===== config.mk =====
export PLATFORM = sky130hd
export DESIGN_NAME = burn_wire_deploy_sequencer
export DESIGN_NICKNAME = d
export VERILOG_FILES = /design/src/rtl/bwds_pkg.sv /design/src/rtl/burn_wire_deploy_sequencer.sv /design/src/rtl/bwds_csr.sv /design/src/rtl/bwds_step.sv
export SDC_FILE = /design/constraint.sdc
export NUM_CORES = 1
export LEC_CHECK = 0
export BUFFER_PORTS_ARGS = -buffer_cell sky130_fd_sc_hd__buf_2
export CORE_MARGIN = 2
export CORE_UTILIZATION = 60
export CTS_CLUSTER_DIAMETER = 80
export CTS_CLUSTER_SIZE = 24
export DETAILED_ROUTE_END_ITERATION = 8
export GPL_TIMING_DRIVEN = 1
export PLACE_DENSITY = 0.8
export SYNTH_ARGS = -nofsm -noshare
export SYNTH_HDL_FRONTEND = slang
export SYNTH_SLANG_ARGS = --single-unit

===== constraint.sdc =====
create_clock -name clock -period 4.8 [get_ports clock]
set_input_delay 0 -clock clock [delete_from_list [all_inputs] [get_ports clock]]
set_output_delay 0 -clock clock [all_outputs]
set_load 0.01 [all_outputs]

===== src/rtl/bwds_pkg.sv =====
// Shared types, constants and register codes for the burn-wire deploy sequencer.
`default_nettype none

package bwds_pkg;

   // Field and bus widths.
   localparam int TICKS_W      = 24;
   localparam int TIMER_W      = 25;
   localparam int TRIES_W      = 8;
   localparam int CSR_INDEX_W  = 3;
   localparam int CSR_DATA_W   = 24;
   localparam int REQ_TDATA_W  = 8;
   localparam int RSP_TDATA_W  = 16;
   localparam int RSP_FIELDS_W = 5 + TRIES_W;

   // Fixed durations used when the block is not in real-time mode.
   localparam logic [TICKS_W-1:0] DEBUG_BURN_TICKS    = 24'd600;
   localparam logic [TICKS_W-1:0] DEBUG_REST_TICKS    = 24'd400;
   localparam logic [TICKS_W-1:0] DEBUG_RECHECK_TICKS = 24'd200;

   // Register reset values.
   localparam logic [TICKS_W-1:0] RESET_BURN_TICKS    = 24'd600;
   localparam logic [TICKS_W-1:0] RESET_REST_TICKS    = 24'd400;
   localparam logic [TICKS_W-1:0] RESET_RECHECK_TICKS = 24'd200;
   localparam logic [TRIES_W-1:0] RESET_MAX_TRIES     = 8'd3;

   // Configuration register indexes.
   typedef enum logic [CSR_INDEX_W-1:0] {
      CSR_REALTIME_MODE = 3'd0,
      CSR_BURN_TICKS    = 3'd1,
      CSR_REST_TICKS    = 3'd2,
      CSR_RECHECK_TICKS = 3'd3,
      CSR_MAX_TRIES     = 3'd4
   } csr_index_type;

   // Input item kinds carried on tuser.
   typedef enum logic {
      OP_TICK  = 1'b0,
      OP_START = 1'b1
   } op_type;

   // Sequencer phases, one-hot.
   typedef enum logic [5:0] {
      PH_IDLE    = 6'b000001,
      PH_BURN1   = 6'b000010,
      PH_REST1   = 6'b000100,
      PH_BURN2   = 6'b001000,
      PH_REST2   = 6'b010000,
      PH_RECHECK = 6'b100000
   } phase_type;

   // Configuration as seen by the step logic.
   typedef struct packed {
      logic               realtime_mode;
      logic [TICKS_W-1:0] burn_ticks;
      logic [TICKS_W-1:0] rest_ticks;
      logic [TICKS_W-1:0] recheck_ticks;
      logic [TRIES_W-1:0] max_tries;
   } cfg_type;

   // Sequencer state.
   typedef struct packed {
      phase_type          phase;
      logic [TIMER_W-1:0] timer;
      logic [TRIES_W-1:0] attempts;
      logic               last_ok;
   } seq_state_type;

endpackage

`default_nettype wire


===== src/rtl/burn_wire_deploy_sequencer.sv =====
// Top level of the burn-wire deploy sequencer: input register, state, result register.
`default_nettype none

// Burn-wire antenna deploy sequencer. Each input transaction is a tick or a
// start request and produces exactly one result transaction showing the
// switch states, busy, run-finished flag (tlast), last outcome and attempt
// count after that item. Sustained rate is one transaction per clock while
// rsp_tready stays high; an item waits in the input register and its result
// is loaded into the result register once that register is free or draining,
// so a stalled result holds the next item in the input register. The rate
// is set by the single-pass step logic (one 25-bit timer increment and
// compare) between these two registers. Configuration writes are accepted
// every cycle and must only be issued while no transaction is in flight; a
// write during a run takes effect on the next item.
module burn_wire_deploy_sequencer (
   input  wire logic                             clock,
   input  wire logic                             reset,
   // Input transactions.
   input  wire logic                             req_tvalid,
   output logic                                  req_tready,
   // tdata: [0] ant_sense, [1] already_deployed, [7:2] zero.
   input  wire logic [bwds_pkg::REQ_TDATA_W-1:0] req_tdata,
   // tuser: [0] op.
   input  wire logic                             req_tuser,
   // Result transactions.
   output logic                                  rsp_tvalid,
   input  wire logic                             rsp_tready,
   // tdata: [0] common_switch_on, [1] element1_on, [2] element2_on,
   //        [3] busy_res, [4] deployed_ok, [12:5] tries_used, [15:13] zero.
   output logic [bwds_pkg::RSP_TDATA_W-1:0]      rsp_tdata,
   // tlast: finished.
   output logic                                  rsp_tlast,
   // Configuration writes.
   input  wire logic                             csr_valid,
   output logic                                  csr_ready,
   input  wire logic [bwds_pkg::CSR_INDEX_W-1:0] csr_index,
   input  wire logic [bwds_pkg::CSR_DATA_W-1:0]  csr_data
);

   bwds_pkg::cfg_type       cfg;
   bwds_pkg::seq_state_type state_ff;
   bwds_pkg::seq_state_type state_in;
   logic                    ended;

   logic in_valid_ff;
   logic in_valid_in;
   logic in_op_ff;
   logic in_sense_ff;
   logic in_skip_ff;
   logic rsp_valid_ff;
   logic rsp_valid_in;
   logic rsp_last_ff;
   logic [bwds_pkg::RSP_FIELDS_W-1:0] rsp_data_ff;
   logic [bwds_pkg::RSP_FIELDS_W-1:0] rsp_data_in;
   logic req_accept;
   logic fire;

   bwds_csr u_csr (
      .clock     (clock),
      .reset     (reset),
      .csr_valid (csr_valid),
      .csr_ready (csr_ready),
      .csr_index (csr_index),
      .csr_data  (csr_data),
      .cfg       (cfg)
   );

   bwds_step u_step (
      .cfg   (cfg),
      .cur   (state_ff),
      .op    (in_op_ff),
      .sense (in_sense_ff),
      .skip  (in_skip_ff),
      .nxt   (state_in),
      .ended (ended)
   );

   // Handshake: the held item moves on when the result register is free or drains.
   assign fire         = in_valid_ff && (!rsp_valid_ff || rsp_tready);
   assign req_tready   = !in_valid_ff || fire;
   assign req_accept   = req_tvalid && req_tready;
   assign in_valid_in  = req_accept || (in_valid_ff && !fire);
   assign rsp_valid_in = fire || (rsp_valid_ff && !rsp_tready);

   // Result fields from the state after the item.
   assign rsp_data_in = {
      state_in.attempts,
      state_in.last_ok,
      (state_in.phase != bwds_pkg::PH_IDLE),
      (state_in.phase == bwds_pkg::PH_BURN2),
      (state_in.phase == bwds_pkg::PH_BURN1),
      ((state_in.phase == bwds_pkg::PH_BURN1) || (state_in.phase == bwds_pkg::PH_BURN2))
   };

   // Control and state registers.
   always_ff @(posedge clock) begin
      if (reset) begin
         in_valid_ff       <= 1'b0;
         rsp_valid_ff      <= 1'b0;
         state_ff.phase    <= bwds_pkg::PH_IDLE;
         state_ff.timer    <= '0;
         state_ff.attempts <= '0;
         state_ff.last_ok  <= 1'b0;
      end else begin
         in_valid_ff  <= in_valid_in;
         rsp_valid_ff <= rsp_valid_in;
         if (fire) begin
            state_ff <= state_in;
         end
      end
   end

   // Payload registers.
   always_ff @(posedge clock) begin
      if (req_accept) begin
         in_op_ff    <= req_tuser;
         in_sense_ff <= req_tdata[0];
         in_skip_ff  <= req_tdata[1];
      end
      if (fire) begin
         rsp_data_ff <= rsp_data_in;
         rsp_last_ff <= ended;
      end
   end

   assign rsp_tvalid = rsp_valid_ff;
   assign rsp_tdata  = {{(bwds_pkg::RSP_TDATA_W - bwds_pkg::RSP_FIELDS_W){1'b0}}, rsp_data_ff};
   assign rsp_tlast  = rsp_last_ff;

endmodule

`default_nettype wire


===== src/rtl/bwds_csr.sv =====
// Configuration register file for the burn-wire deploy sequencer.
`default_nettype none

module bwds_csr (
   input  wire logic                             clock,
   input  wire logic                             reset,
   input  wire logic                             csr_valid,
   output logic                                  csr_ready,
   input  wire logic [bwds_pkg::CSR_INDEX_W-1:0] csr_index,
   input  wire logic [bwds_pkg::CSR_DATA_W-1:0]  csr_data,
   output bwds_pkg::cfg_type                     cfg
);

   bwds_pkg::cfg_type cfg_ff;
   bwds_pkg::cfg_type cfg_in;

   // Writes are always taken.
   assign csr_ready = 1'b1;

   // Decode the register index; unknown indexes are dropped.
   always_comb begin
      cfg_in = cfg_ff;
      if (csr_valid) begin
         unique case (bwds_pkg::csr_index_type'(csr_index))
            bwds_pkg::CSR_REALTIME_MODE: cfg_in.realtime_mode = csr_data[0];
            bwds_pkg::CSR_BURN_TICKS:    cfg_in.burn_ticks    = csr_data;
            bwds_pkg::CSR_REST_TICKS:    cfg_in.rest_ticks    = csr_data;
            bwds_pkg::CSR_RECHECK_TICKS: cfg_in.recheck_ticks = csr_data;
            bwds_pkg::CSR_MAX_TRIES:
               cfg_in.max_tries = csr_data[bwds_pkg::TRIES_W-1:0];
            default: cfg_in = cfg_ff;
         endcase
      end
   end

   always_ff @(posedge clock) begin
      if (reset) begin
         cfg_ff.realtime_mode <= 1'b1;
         cfg_ff.burn_ticks    <= bwds_pkg::RESET_BURN_TICKS;
         cfg_ff.rest_ticks    <= bwds_pkg::RESET_REST_TICKS;
         cfg_ff.recheck_ticks <= bwds_pkg::RESET_RECHECK_TICKS;
         cfg_ff.max_tries     <= bwds_pkg::RESET_MAX_TRIES;
      end else begin
         cfg_ff <= cfg_in;
      end
   end

   assign cfg = cfg_ff;

endmodule

`default_nettype wire


===== src/rtl/bwds_step.sv =====
// Next-state logic of the burn-wire deploy sequencer for one input item.
`default_nettype none

module bwds_step (
   input  wire bwds_pkg::cfg_type       cfg,
   input  wire bwds_pkg::seq_state_type cur,
   input  wire logic                    op,
   input  wire logic                    sense,
   input  wire logic                    skip,
   output bwds_pkg::seq_state_type      nxt,
   output logic                         ended
);

   logic [bwds_pkg::TICKS_W-1:0] burn_sel;
   logic [bwds_pkg::TICKS_W-1:0] rest_sel;
   logic [bwds_pkg::TICKS_W-1:0] recheck_sel;
   logic [bwds_pkg::TIMER_W-1:0] burn_len;
   logic [bwds_pkg::TIMER_W-1:0] phase_len;
   logic [bwds_pkg::TIMER_W-1:0] timer_inc;
   logic [bwds_pkg::TRIES_W-1:0] try_limit;
   logic                         rest_zero;
   logic                         recheck_zero;
   logic                         phase_done;
   logic                         tries_spent;

   // Durations for the selected mode.
   assign burn_sel    = cfg.realtime_mode ? cfg.burn_ticks    : bwds_pkg::DEBUG_BURN_TICKS;
   assign rest_sel    = cfg.realtime_mode ? cfg.rest_ticks    : bwds_pkg::DEBUG_REST_TICKS;
   assign recheck_sel = cfg.realtime_mode ? cfg.recheck_ticks : bwds_pkg::DEBUG_RECHECK_TICKS;

   // A burn lasts twice the burn setting, and at least one tick.
   assign burn_len     = (burn_sel == '0) ? bwds_pkg::TIMER_W'(1) : {burn_sel, 1'b0};
   assign rest_zero    = (rest_sel == '0);
   assign recheck_zero = (recheck_sel == '0);

   // Length of the current phase.
   always_comb begin
      unique case (cur.phase)
         bwds_pkg::PH_BURN1, bwds_pkg::PH_BURN2: phase_len = burn_len;
         bwds_pkg::PH_REST1, bwds_pkg::PH_REST2: phase_len = {1'b0, rest_sel};
         bwds_pkg::PH_RECHECK:                   phase_len = {1'b0, recheck_sel};
         default:                                phase_len = '0;
      endcase
   end

   // Timer advance and end-of-phase test.
   assign timer_inc  = cur.timer + bwds_pkg::TIMER_W'(1);
   assign phase_done = (timer_inc >= phase_len);

   // A zero try limit behaves as one attempt.
   assign try_limit   = (cfg.max_tries == '0) ? bwds_pkg::TRIES_W'(1) : cfg.max_tries;
   assign tries_spent = (cur.attempts >= try_limit);

   // Phase update; zero-length rests and rechecks are passed through at once.
   always_comb begin
      logic rest2_end;
      logic recheck_end;
      logic do_retry;
      logic do_ok;

      nxt         = cur;
      ended       = 1'b0;
      rest2_end   = 1'b0;
      recheck_end = 1'b0;
      do_retry    = 1'b0;
      do_ok       = 1'b0;

      if (op == bwds_pkg::OP_START) begin
         if (cur.phase == bwds_pkg::PH_IDLE) begin
            nxt.timer = '0;
            if (skip) begin
               nxt.attempts = '0;
               nxt.last_ok  = 1'b1;
               ended        = 1'b1;
            end else begin
               nxt.attempts = bwds_pkg::TRIES_W'(1);
               nxt.phase    = bwds_pkg::PH_BURN1;
            end
         end
      end else if (cur.phase != bwds_pkg::PH_IDLE) begin
         if (!phase_done) begin
            nxt.timer = timer_inc;
         end else begin
            nxt.timer = '0;
            unique case (cur.phase)
               bwds_pkg::PH_BURN1:
                  nxt.phase = rest_zero ? bwds_pkg::PH_BURN2 : bwds_pkg::PH_REST1;
               bwds_pkg::PH_REST1: nxt.phase = bwds_pkg::PH_BURN2;
               bwds_pkg::PH_BURN2: begin
                  if (rest_zero) begin
                     rest2_end = 1'b1;
                  end else begin
                     nxt.phase = bwds_pkg::PH_REST2;
                  end
               end
               bwds_pkg::PH_REST2:   rest2_end   = 1'b1;
               bwds_pkg::PH_RECHECK: recheck_end = 1'b1;
               default:              nxt.phase   = bwds_pkg::PH_IDLE;
            endcase

            // Sense sample after the second rest.
            if (rest2_end) begin
               if (sense) begin
                  do_retry = 1'b1;
               end else if (recheck_zero) begin
                  do_ok = 1'b1;
               end else begin
                  nxt.phase = bwds_pkg::PH_RECHECK;
               end
            end

            // Confirming sample after the recheck wait.
            if (recheck_end) begin
               do_retry = sense;
               do_ok    = !sense;
            end

            if (do_ok) begin
               nxt.phase   = bwds_pkg::PH_IDLE;
               nxt.last_ok = 1'b1;
               ended       = 1'b1;
            end

            // Next attempt, or failure when the tries are used up.
            if (do_retry) begin
               if (tries_spent) begin
                  nxt.phase   = bwds_pkg::PH_IDLE;
                  nxt.last_ok = 1'b0;
                  ended       = 1'b1;
               end else begin
                  nxt.attempts = cur.attempts + bwds_pkg::TRIES_W'(1);
                  nxt.phase    = bwds_pkg::PH_BURN1;
               end
            end
         end
      end
   end

endmodule

`default_nettype wire


Word level (Yosys, flattened, before mapping)
Cells that the tools add are included.
Storage, ports and cells
  bits in registers: 140
  input port bits: 41
  output and inout port bits: 20
  word-level logic and storage cells: 122
Operators by class
  add/sub/neg operators: 2
  magnitude comparators: 2
  eq/ne operators: 15
  muxes and demuxes: 58
  reductions and logical operators: 29
Operators by type and width (count)
  40-bit 2-to-1 mux: 3
  25-bit case mux with 3 select lines: 1
  24-bit zero test: 3
  24-bit 2-to-1 mux: 3
  25-bit 2-to-1 mux: 2
  6-bit 2-to-1 mux: 8
  1-bit 2-to-1 mux: 33
  25-bit by 1-bit adder with 25-bit output (second input constant): 1
  25-bit >= comparator: 1
  6-bit case mux with 4 select lines: 1
  9-bit 2-to-1 mux: 2
  8-bit 2-to-1 mux: 2
  6-bit by 2-bit == test with 1-bit output (second input constant): 2
  6-bit by 4-bit == test with 1-bit output (second input constant): 2
  6-bit by 1-bit != test with 1-bit output (second input constant): 2
  2-bit AND reduction: 5
  8-bit by 1-bit adder with 8-bit output (second input constant): 1
  8-bit >= comparator: 1
  8-bit zero test: 1
  3-bit by 2-bit == test with 1-bit output (second input constant): 2
  6-bit by 1-bit == test with 1-bit output (second input constant): 1
  6-bit by 3-bit == test with 1-bit output (second input constant): 1
  6-bit by 5-bit == test with 1-bit output (second input constant): 1
  6-bit == test (second input constant): 1
  other kinds (13): 26

Longest topological paths before layout
  depth after elaboration: 21
  depth in mapped cells: 17

Modules after synthesis
From an unflattened synthesis, not the netlist that was laid out.
Unflattened totals
  cell total of the unflattened synthesis: 929
  area total of the unflattened synthesis: 8625.8 um2
By module, submodules not included
  bwds_csr: instances 1, cells an instance 306, area an instance 3328.2 um2
  bwds_step: instances 1, cells an instance 410, area an instance 2795.2 um2
  burn_wire_deploy_sequencer: instances 1, cells an instance 213, area an instance 2502.4 um2

Least setup slack after synthesis
Ideal clock, no wire load.
  kind: register to register
  start: register state_ff[34] (netlist name)
  end: register rsp_data_ff[12] (netlist name) (data pin)
  library setup time: 0.152 ns
  arrival time: 4.221 ns
  required time: 4.648 ns
  slack: 0.427 ns
  cell stages (with the launch flop): 15
  path buffers: 2
  cell sequence: dfxtp_1 -> clkbuf_1 -> or2_2 -> nor4_1 -> and2_1 -> clkbuf_1 -> a222oi_1 -> ha_1 -> nand4_2 -> or4_4 -> a31o_4 -> a311oi_4 -> o21ai_2 -> or4_1 -> o21ai_0
Between the ends
  cells in the longest elaborated chain, start to end: 14
  elaborated cells on any way between the ends: 29
Ends and longest elaborated chain
  start, declared: RTL line burn_wire_deploy_sequencer.sv:41  | bwds_pkg::seq_state_type state_ff;
  start signal, assigned: RTL line burn_wire_deploy_sequencer.sv:108  | state_ff <= state_in;
  6-bit by 5-bit == test with 1-bit output / 6-bit by 4-bit == test with 1-bit output (equally long branches): RTL line bwds_step.sv:38, bwds_step.sv:85
  1-bit case mux with 2 select lines: RTL line bwds_step.sv:85  | unique case (cur.phase)
  1-bit 2-to-1 mux: RTL line bwds_step.sv:81  | if (!phase_done) begin
  1-bit 2-to-1 mux: RTL line bwds_step.sv:80  | end else if (cur.phase != bwds_pkg::PH_IDLE) begin
  1-bit 2-to-1 mux: RTL line bwds_step.sv:68  | if (op == bwds_pkg::OP_START) begin
  1-bit 2-to-1 mux: RTL line bwds_step.sv:102  | if (rest2_end) begin
  1-bit 2-to-1 mux: RTL line bwds_step.sv:113  | if (recheck_end) begin
  1-bit 2-to-1 mux: RTL line bwds_step.sv:81
  1-bit 2-to-1 mux: RTL line bwds_step.sv:80
  1-bit 2-to-1 mux: RTL line bwds_step.sv:68
  9-bit 2-to-1 mux: RTL line bwds_step.sv:125  | if (do_retry) begin
  9-bit 2-to-1 mux: RTL line bwds_step.sv:81
  40-bit 2-to-1 mux: RTL line bwds_step.sv:80
  40-bit 2-to-1 mux *: RTL line bwds_step.sv:68
  net rsp_data_in, one bit: RTL line burn_wire_deploy_sequencer.sv:54  | logic [bwds_pkg::RSP_FIELDS_W-1:0] rsp_data_in;
  end signal, assigned: RTL line burn_wire_deploy_sequencer.sv:121  | rsp_data_ff <= rsp_data_in;
  end, declared: RTL line burn_wire_deploy_sequencer.sv:53  | logic [bwds_pkg::RSP_FIELDS_W-1:0] rsp_data_ff;
The timed path passes the listed nets; every way through them passes the cells marked *. The select of a mux whose other input is x is not followed.
A chain may end at the register's enable or synchronous reset.

Worst setup path in the final report
  start: register u_csr.cfg_ff (netlist bit u_csr.cfg[56])
  end: register rsp_data_ff[12] (netlist name) (data pin)
Between the ends
  cells in the longest elaborated chain, start to end: 8
Ends and longest elaborated chain
  start, declared: RTL line bwds_csr.sv:14  | bwds_pkg::cfg_type cfg_ff;
  start signal, assigned: RTL line bwds_csr.sv:44  | cfg_ff <= cfg_in;
  24-bit 2-to-1 mux *: RTL line bwds_step.sv:27  | assign burn_sel = cfg.realtime_mode ? cfg.burn_ticks : bwds_pkg::DEBUG_BURN_TICKS;
  24-bit zero test: RTL line bwds_step.sv:32  | assign burn_len = (burn_sel == '0) ? bwds_pkg::TIMER_W'(1) : {burn_sel, 1'b0};
  25-bit 2-to-1 mux *: RTL line bwds_step.sv:32
  25-bit case mux with 3 select lines *: RTL line bwds_step.sv:38  | unique case (cur.phase)
  25-bit >= comparator *: RTL line bwds_step.sv:48  | assign phase_done = (timer_inc >= phase_len);
  9-bit 2-to-1 mux *: RTL line bwds_step.sv:81
  40-bit 2-to-1 mux *: RTL line bwds_step.sv:80
  40-bit 2-to-1 mux *: RTL line bwds_step.sv:68
  net rsp_data_in, one bit: RTL line burn_wire_deploy_sequencer.sv:54
Marked as above.

==> impl_results.rst <==
.. list-table::
   :header-rows: 1

   * - Metric
     - Value
   * - Status
     - complete, but fails checks
   * - Violations in the final reports
     - DRC
   * - Clock tree from TritonCTS
     - yes
   * - Ranking of synthesized cells by instance count
     - sky130_fd_sc_hd__nand2_1, sky130_fd_sc_hd__dfxtp_1, sky130_fd_sc_hd__a21oi_1, sky130_fd_sc_hd__nor2_1, sky130_fd_sc_hd__clkbuf_1
   * - Setup tns final
     - 0 ns
   * - Max-cap viol count
     - 0
   * - Post-route core utilization
     - 73.0%
   * - Dominant cell by count in the synthesized netlist
     - sky130_fd_sc_hd__nand2_1
   * - Cell depth of the worst min-delay path
     - 4
   * - Time the final worst path needs with I/O delays and setup
     - 4.62 ns
   * - Average wire per cell in the routed design
     - 17.8 um
   * - Critical Path Source Type
     - flip-flop
   * - Number of global-route vias before repair
     - a little under 7000
   * - Final Total Pwr
     - ~2.8 mW
   * - Fin cells
     - 1183
   * - Starting density of the core
     - 62.2%
   * - Iteration-0 DRC count of the detailed router
     - roughly 750
   * - RePlAce Congestion
     - slightly above 0.9
   * - Syn_area_per_cell
     - 8.02 um^2
   * - Total number of H-tree levels
     - 4
   * - Headroom to the max-slew limit
     - a little over a quarter
   * - Register-to-Register Setup Slack
     - 0.18 ns
   * - Setup slack after placement
     - 0.0889 ns
   * - Leakage power
     - ~3.3 nW
   * - Drt first pass iters
     - 9
   * - Die Span X
     - around 120 um
   * - Final wirelength
     - 21100 um
   * - Distinct cell type count after synthesis
     - 75
   * - I/O pin total
     - 61
   * - Type of element capturing the critical path
     - flip-flop
   * - Proportion of synthesized flip-flops having asynchronous set or reset
     - 0%
   * - Setup repair after global routing missed its margin
     - false
   * - Final antenna-violating net count
     - 0
   * - Vertical die dimension
     - roughly 120 um
   * - Hold path startpoint
     - csr_index[2]
   * - Routed via count
     - 7431
   * - Placed Instance Area
     - between 7000 and 8000 um^2
   * - Syn-to-layout area delta
     - 17.5%
   * - Final std cell area, no fill
     - roughly 8800 um^2
   * - Period utilization
     - a little over nine tenths
   * - Core Box Area
     - 12100 um^2
   * - CTS Buf Count
     - 17
   * - Portion of synthesized cell area occupied by the leading cell type
     - between 30% and 40%
   * - Slew at the pin closest to its max-slew limit
     - 1.09 ns
   * - EDFF count, synth
     - 17
   * - Total number of placement rows
     - 40
   * - Category of the most critical setup path
     - flip-flop to flip-flop
   * - Clock slew seen by the registers of the worst setup and hold paths
     - ~0.06 ns
   * - Clk buf depth
     - 2
   * - Post-synthesis instance area
     - roughly 7500 um^2
   * - Via density
     - 6.28
   * - Worst IR Drop VDD
     - 273 uV
   * - Startpoint of the most critical register-to-register path
     - u_csr.cfg[56]$_SDFFE_PP0P_
   * - Total count of max-transition violations in the final report
     - 0
   * - Antenna violations before repair
     - 0
   * - Critical path peak fanout
     - 12
   * - Number of setup violations in the final report
     - 0
   * - Commonest register cell after synthesis
     - sky130_fd_sc_hd__dfxtp_1
   * - Path class of the lowest-slack min-delay path
     - primary input to flip-flop
   * - Clock Root Buffer
     - sky130_fd_sc_hd__clkbuf_16
   * - Share of synthesized area occupied by flip-flops and latches
     - 39.5%
   * - Detailed-route DRC error count
     - 2
   * - Worst hold endpoint
     - u_csr.cfg[80]$_SDFFE_PP1P_
   * - Clk Latency, worst-skew pair
     - 0.43 ns
   * - Hold violation total from the final report
     - 0
   * - Clock Sink Count
     - 140
   * - Cells after synthesis
     - 939
   * - Arrival time at the worst endpoint
     - around 4.9 ns
   * - WHS
     - 0.0301 ns
   * - Global-route wire length before repair
     - 34200 um
   * - Final setup slack of the worst path
     - between 0.15 and 0.2 ns
   * - Number of warnings reported in the yosys synthesis log
     - 0
   * - HPWL after detailed placement
     - 14200 um
   * - Number of antenna diodes
     - 0
   * - Top cell type by total area after synthesis
     - sky130_fd_sc_hd__dfxtp_1
   * - Overall die area
     - 13500 um^2
   * - Timing-limited maximum frequency
     - 0.216 GHz
   * - GRT Overall Usage
     - 32.5%
   * - Post-Place Cells
     - 1122
   * - Final-stage net count
     - approximately 1100
   * - Leading post-synthesis cells by cell area
     - sky130_fd_sc_hd__dfxtp_1, sky130_fd_sc_hd__nand2_1, sky130_fd_sc_hd__a21oi_1
   * - Power per standard cell area
     - around 320 nW/um^2
   * - Number of cells on the worst reg-to-reg path
     - 13
   * - Flop and latch count out of synthesis
     - 140
   * - Share of post-route cells with drive strength above 1
     - around 12%
   * - Clock Skew
     - 0.00806 ns
   * - Critical R2R Capture
     - rsp_data_ff[12]$_DFFE_PP_
   * - IO Port Bufs
     - 50
   * - Crit path required time
     - just over 5 ns
   * - Pin count of the biggest net entering global routing
     - 71
   * - Overflow left after global routing
     - 0
[flip-flops by register name, indices dropped and copies added (netlist names)]
register,count
in_op_ff,1
rsp_data_ff,13
in_sense_ff,1
u_csr.cfg,81
rsp_tlast,1
state_ff,40
in_skip_ff,1
rsp_tvalid,1
in_valid_ff,1
[routing by layer]
layer  routed length (um)  GRT usage, %  vias to the layer above
li1                     -             -                     3523
met5                    0             0                        -
met3                 2020          6.96                       40
met1                 9120          45.8                     3450
met4                  420          10.3                        0
met2                 9520          50.2                      418
[power breakdown]
| group | internal [mW] | switching [mW] | total, mW | leakage (nW) |
|---|---|---|---|---|
| Sequential | 1.21 | 0.0267 | 1.24 | 1.16 |
| Combinational | 0.0882 | 0.139 | 0.227 | 1.88 |
| Clock | 0.876 | 0.506 | 1.38 | 0.295 |
[cell usage in the layout (no fill, tap or decap), drive strengths merged, types with 19 or more instances in the layout]
| cell type | synthesis | layout |
|---|---|---|
| ha | 35 | 35 |
| o21ai | 36 | 36 |
| nor2 | 55 | 55 |
| clkbuf | 49 | 19 |
| a21oi | 113 | 113 |
| nand3 | 36 | 36 |
| buf | 6 | 68 |
| dfxtp | 123 | 123 |
| dlygate4sd3 | 0 | 31 |
| nand2 | 206 | 206 |
[timing repair]
item	4_1_cts	5_1_grt
resized for setup	0	3
hold buffers	31	0
buffers inserted	0	0
hold endpoints to repair	90	0
setup endpoints to repair	0	13
[area by class of cell]
cell class	count	area, um^2
well taps	168	210
repair buffers	99	698
multi-input cells	729	4290
clock buffers	19	443
clock inverters	11	169
fillers	1001	3260
inverters	17	63.8
flip-flops and latches	140	2970
[cells by family after synthesis]
family | count (synthesis) | synth area share, %
DFF | 140 | 39.5
and+or+nand+nor | 423 | 26.8
adders and majority gates | 35 | 5.82
other | 2 | 0.0998
buffers and inverters | 72 | 3.79
AOI/OAI and AO/OA | 243 | 21.1
xor gates and xnor gates | 18 | 2.09
muxes | 6 | 0.814
[how the worst max path moves through the flow]
stage	start	to
6_report	u_csr.cfg[56]$_SDFFE_PP0P_	rsp_data_ff[12]$_DFFE_PP_
5_1_grt	u_csr.cfg[56]$_SDFFE_PP0P_	rsp_data_ff[12]$_DFFE_PP_
4_1_cts	u_csr.cfg[56]$_SDFFE_PP0P_	rsp_data_ff[9]$_DFFE_PP_
3_5_place_dp	u_csr.cfg[56]$_SDFFE_PP0P_	rsp_data_ff[9]$_DFFE_PP_
3_3_place_gp	u_csr.cfg[56]$_SDFFE_PP0P_	rsp_data_ff[9]$_DFFE_PP_
2_1_floorplan	state_ff[34]$_SDFFE_PP1P_	rsp_data_ff[12]$_DFFE_PP_
[critical path: stages, from the launching register on]
cell and delay (ns):
sky130_fd_sc_hd__dfxtp_1 0.32, sky130_fd_sc_hd__or4_1 0.54, sky130_fd_sc_hd__nor4_1 0.31, sky130_fd_sc_hd__nand4_1 0.16, sky130_fd_sc_hd__and3_4 0.28, sky130_fd_sc_hd__a222oi_1 0.43, sky130_fd_sc_hd__ha_1 0.22, sky130_fd_sc_hd__nand4_2 0.15
sky130_fd_sc_hd__or4_4 0.58, sky130_fd_sc_hd__or3_4 0.43, sky130_fd_sc_hd__a21oi_4 0.24, sky130_fd_sc_hd__o21ai_2 0.18, sky130_fd_sc_hd__or4_1 0.52, sky130_fd_sc_hd__o21ai_0 0.09
Note: power is estimated with default switching activity, not from simulation.
